==> src/rtl/tmr_pkg.sv <==
`timescale 1ns / 1ps
// Package for the timestamp reclocker: sizes, register indexes, reset values
// and the types shared by the state memory, the update logic and the top level.
package tmr_pkg;

   localparam int NUM_STREAMS = 16;
   localparam int SID_W       = 4;
   localparam int IDX_W       = (NUM_STREAMS > 1) ? $clog2(NUM_STREAMS) : 1;
   localparam int TS_W        = 64;
   localparam int DUR_W       = 32;
   localparam int THR_W       = 63;
   localparam int CSR_IDX_W   = 2;
   localparam int CSR_DATA_W  = 64;

   localparam logic [CSR_IDX_W-1:0] CSR_ENABLE   = 2'd0;
   localparam logic [CSR_IDX_W-1:0] CSR_JUMP_THR = 2'd1;
   localparam logic [CSR_IDX_W-1:0] CSR_CORR_THR = 2'd2;

   localparam logic             ENABLE_RESET   = 1'b1;
   localparam logic [THR_W-1:0] JUMP_THR_RESET = 63'd10000000;
   localparam logic [THR_W-1:0] CORR_THR_RESET = 63'd1000000;

   typedef logic [IDX_W-1:0] stream_idx_type;

   typedef struct packed {
      logic [TS_W-1:0] ep;
      logic [TS_W-1:0] ed;
      logic [TS_W-1:0] off;
   } entry_type;

   typedef struct packed {
      logic           en;
      stream_idx_type addr;
      entry_type      data;
   } mem_wr_type;

   typedef struct packed {
      logic [TS_W-1:0] pts_out;
      logic [TS_W-1:0] dts_out;
      logic            jump_seen;
      logic            offset_updated;
   } result_type;

endpackage

==> src/rtl/tmr_calc.sv <==
`timescale 1ns / 1ps
// Update logic for one item: jump check, offset apply, offset correction
// and next expected timestamps. Combinational; uses tmr_pkg.
module tmr_calc (
   input  logic                      enable,
   input  logic [tmr_pkg::THR_W-1:0] jump_thr,
   input  logic [tmr_pkg::THR_W-1:0] corr_thr,
   input  logic                      in_range,
   input  logic                      started,
   input  tmr_pkg::stream_idx_type   idx,
   input  tmr_pkg::entry_type        entry,
   input  logic [tmr_pkg::TS_W-1:0]  pts_in,
   input  logic [tmr_pkg::TS_W-1:0]  dts_in,
   input  logic [tmr_pkg::DUR_W-1:0] dur,
   output tmr_pkg::result_type       result,
   output tmr_pkg::mem_wr_type       wr
);
   import tmr_pkg::*;

   logic             pv, dv, active, pterm, dterm;
   logic [TS_W-1:0]  d_diff, p_diff, d_abs, p_abs;
   logic [THR_W-1:0] dmag, pmag;
   logic [TS_W-1:0]  pts_o, dts_o, new_off, dur_ext;
   logic             upd;

   always_comb begin
      pv      = ~pts_in[TS_W-1];
      dv      = ~dts_in[TS_W-1];
      active  = enable && (pv || dv) && in_range;
      dterm   = dv && ~entry.ed[TS_W-1];
      pterm   = pv && ~entry.ep[TS_W-1];
      d_diff  = entry.ed - dts_in;
      p_diff  = entry.ep - pts_in;
      d_abs   = d_diff[TS_W-1] ? (~d_diff + 1'b1) : d_diff;
      p_abs   = p_diff[TS_W-1] ? (~p_diff + 1'b1) : p_diff;
      dmag    = dterm ? d_abs[THR_W-1:0] : '0;
      pmag    = pterm ? p_abs[THR_W-1:0] : '0;
      dur_ext = {{(TS_W-DUR_W){1'b0}}, dur};
      pts_o   = pv ? pts_in + entry.off : pts_in;
      dts_o   = dv ? dts_in + entry.off : dts_in;
      upd     = (dmag > corr_thr) || (pmag > corr_thr);

      priority if (upd && dmag > pmag && dmag != '0) begin
         new_off = entry.off + d_diff;
      end else if (upd && pmag != '0) begin
         new_off = entry.off + p_diff;
      end else begin
         new_off = entry.off;
      end

      result.pts_out        = pts_in;
      result.dts_out        = dts_in;
      result.jump_seen      = 1'b0;
      result.offset_updated = 1'b0;
      wr.en                 = active;
      wr.addr               = idx;
      wr.data.ep            = pts_in;
      wr.data.ed            = dts_in;
      wr.data.off           = '0;

      if (active && started) begin
         result.pts_out        = pts_o;
         result.dts_out        = dts_o;
         result.jump_seen      = (dmag > jump_thr) || (pmag > jump_thr);
         result.offset_updated = upd;
         wr.data.ep            = pts_o + dur_ext;
         wr.data.ed            = dts_o + dur_ext;
         wr.data.off           = new_off;
      end
   end

endmodule

==> config.mk <==
export PLATFORM = sky130hd
export DESIGN_NAME = tmr_calc
export DESIGN_NICKNAME = d
export VERILOG_FILES = /design/src/rtl/tmr_pkg.sv /design/src/rtl/tmr_calc.sv
export SDC_FILE = /design/constraint.sdc
export NUM_CORES = 2
export LEC_CHECK = 0
export BUFFER_PORTS_ARGS = -buffer_cell sky130_fd_sc_hd__buf_2
export CORE_AREA = 3 3 553 281
export DETAILED_ROUTE_END_ITERATION = 16
export DIE_AREA = 0 0 556 284
export SYNTH_ARGS = -nofsm -noshare
export SYNTH_HDL_FRONTEND = slang
export SYNTH_SLANG_ARGS = --single-unit
==> constraint.sdc <==
create_clock -name vclk -period 10.6
set_input_delay 2.12 -clock vclk [all_inputs]
set_output_delay 2.12 -clock vclk [all_outputs]
set_load 0.005 [all_outputs]
==> flow_metrics.tcl <==
set metrics [dict create \
    hold_viol 0 \
    cp.arrival_ps 9500 \
    crit_start "dts_in[50]" \
    ioPinCount 812 \
    grt_pass1_wl_um 403300 \
    fin_util 0.4429 \
    crit_path_frequent_cell "buf_4" \
    grt_max_degree 76 \
    design_area_um2 66890 \
    hold_path_end "wr[193]" \
    vdd_ir_drop_max_v 0.00004696 \
    fp.dieArea_um2 157900 \
    die_width_um 556 \
    startpoint_type "primary input" \
    drt_iter0_markers 7679 \
    required_ps 8480 \
    n_sequential_cell 0 \
    synth_top_area_share 0.2179 \
    yosys-top-cells-count "nand2_1, ha_1, a21oi_1" \
    grt_pass1_vias 58520 \
    end_kind "primary output" \
    syn_nets 7933 \
    drv_slew 0 \
    synth.cell_area_um2 43700 \
    clkPwrFrac 0 \
    power.internal_w 0.002989 \
    sw_frac_of_total 0.5618 \
    outcome "finished with violations" \
    dr_total_vias 64050 \
    placed_area_um2 63060 \
    slowest_stage "or2_2" \
    gp_congestion 1.120 \
    min_from "idx[1]" \
    post-route-min-period_ps 11620 \
    num_rows 101 \
    antenna_found_initial 84 \
    ys_seq_area_frac 0 \
    setup_viol 66 \
    min_period_over_period 1.096 \
    n_fill_cell 15950 \
    fmax_mhz 86.04 \
    drc 0 \
    yosys_warnings 0 \
    placed_cells 11050 \
    p_per_area_nw_per_um2 102.0 \
    dr.pass1.iters 6 \
    synth_most_common_cell "nand2_1" \
    place_hpwl_um 255400 \
    via_per_inst 5.706 \
    violations "negative setup slack" \
    start_util 0.2894 \
    grt.total_usage 0.3432 \
    rsz0062_at_grt "yes" \
    holdWs_ps 4240 \
    p_comb_frac 1.000 \
    relSlewSlack 0.2820 \
    crit_fanout 16 \
    wl_um 289900 \
    synth_top_cell_by_area "ha_1" \
    min_path_cells 0 \
    io_buffers 804 \
    ant_nets 0 \
    netlist-cell-type-count 109 \
    hold_path.class "primary input to primary output" \
    layoutNonFillerInstCount 11230 \
    maxCapViolations 0 \
    cpPeakStageDelay_ps 390 \
    p_sw_w 0.003831 \
    fp.dieH_um 284 \
    syn_inst 6679 \
    avgSynthCellArea_um2 6.543 \
    core_um2 151000 \
    synth_area_leaders "ha_1, a21oi_1, nand2_1, o21ai_0, xnor2_1" \
    power_leakage_nw 34.35 \
    post_drt_wl_per_cell_um 25.82 \
    nets 10420 \
    synthToLayoutAreaGrowth_pct 53.07 \
    hold_buffers 0 \
    worst_pin_slew_ps 1066 \
    setup_slack_ps -1022 \
    nClkBuffers 0 \
    power_w 0.006821 \
    overflow 0 \
    seq_area_um2 0 \
    drive_gt1_frac 0.3553 \
    seqPwrFrac 0 \
    path_class "primary input to primary output" \
]
-- placed cells by master (no fill, tap or decap), drive strengths merged, types with 54 or more instances in the layout --
cell / instances
ha: 761
or3: 73
o21a: 79
and3: 71
inv: 475
nor3: 134
o21ai: 600
buf: 2724
nand2b: 131
nand3: 147
and2: 68
o31ai: 58
mux2i: 90
xor2: 181
nor2b: 123
nand4: 164
nor2: 423
nor4: 58
a21oi: 662
a211oi: 65
a31oi: 77
o21bai: 54
diode: 54
xnor2: 270
a21o: 308
nand2: 787
-- worst max path at each step --
| stage | depth (start not counted) | endpoint |
|---|---|---|
| floorplan | 32 | wr[37] |
| global placement | 40 | wr[41] |
| detailed placement | 38 | wr[41] |
| CTS | 36 | wr[1] |
| global route | 38 | wr[41] |
| finish | 39 | wr[41] |
-- metal layers --
metal | wire [um] | global-route usage
met5 | 151 | 0
met4 | 13940 | 0.1347
met3 | 33100 | 0.08401
met2 | 116300 | 0.4960
met1 | 126400 | 0.4827
-- metrics by stage --
| step | setup slack [ps] | TNS [ps] |
|---|---|---|
| 5_1_grt | -1213 | -70840 |
| 6_report | -1022 | -54400 |
| 3_3_place_gp | -1636 | -95870 |
| 4_1_cts | -829.5 | -48730 |
| 3_5_place_dp | -1598 | -94540 |
| 2_1_floorplan | -25.44 | -152.7 |
-- critical path, delay by kind of cell --
family	cells	cell delay (ps)
adders and majority gates	2	570
buffers and inverters	11	1880
muxes	1	190
and+or+nand+nor	9	1530
AOI/OAI and AO/OA	16	3180
-- kinds of logic after synthesis --
kind of cell	share of synthesized area
simple gates	0.2640
mux	0.03350
buf+inv	0.06385
compound gates	0.3265
xor+xnor	0.09057
fa+ha+maj	0.2216
-- layout make-up --
class	instances	area, um^2	area share
Timing Repair Buffer	2726	19160	0.2865
Inverter	478	1804	0.02697
Antenna cell	54	135.1	0.002020
Tap cell	2008	2512	0.03756
Multi-Input combinational cell	5960	43280	0.6470
-- power groups by stage --
stage / Combinational, W / Sequential [W] / Clock, W
after floorplan: 0.00315 / 0 / 0
after global placement: 0.00610 / 0 / 0
after detailed placement: 0.00610 / 0 / 0
after CTS: 0.00647 / 0 / 0
after global routing: 0.00720 / 0 / 0.000000000421
final: 0.00682 / 0 / 0.000000000459
-- repair_timing --
item / in CTS / in global routing
setup endpoints to repair: 112 / 120
resized for setup: 377 / 264
pin swaps: 128 / 143
gates cloned: 9 / 2
setup buffers: 88 / 37
No activity file was read; power rests on OpenSTA's default activity.
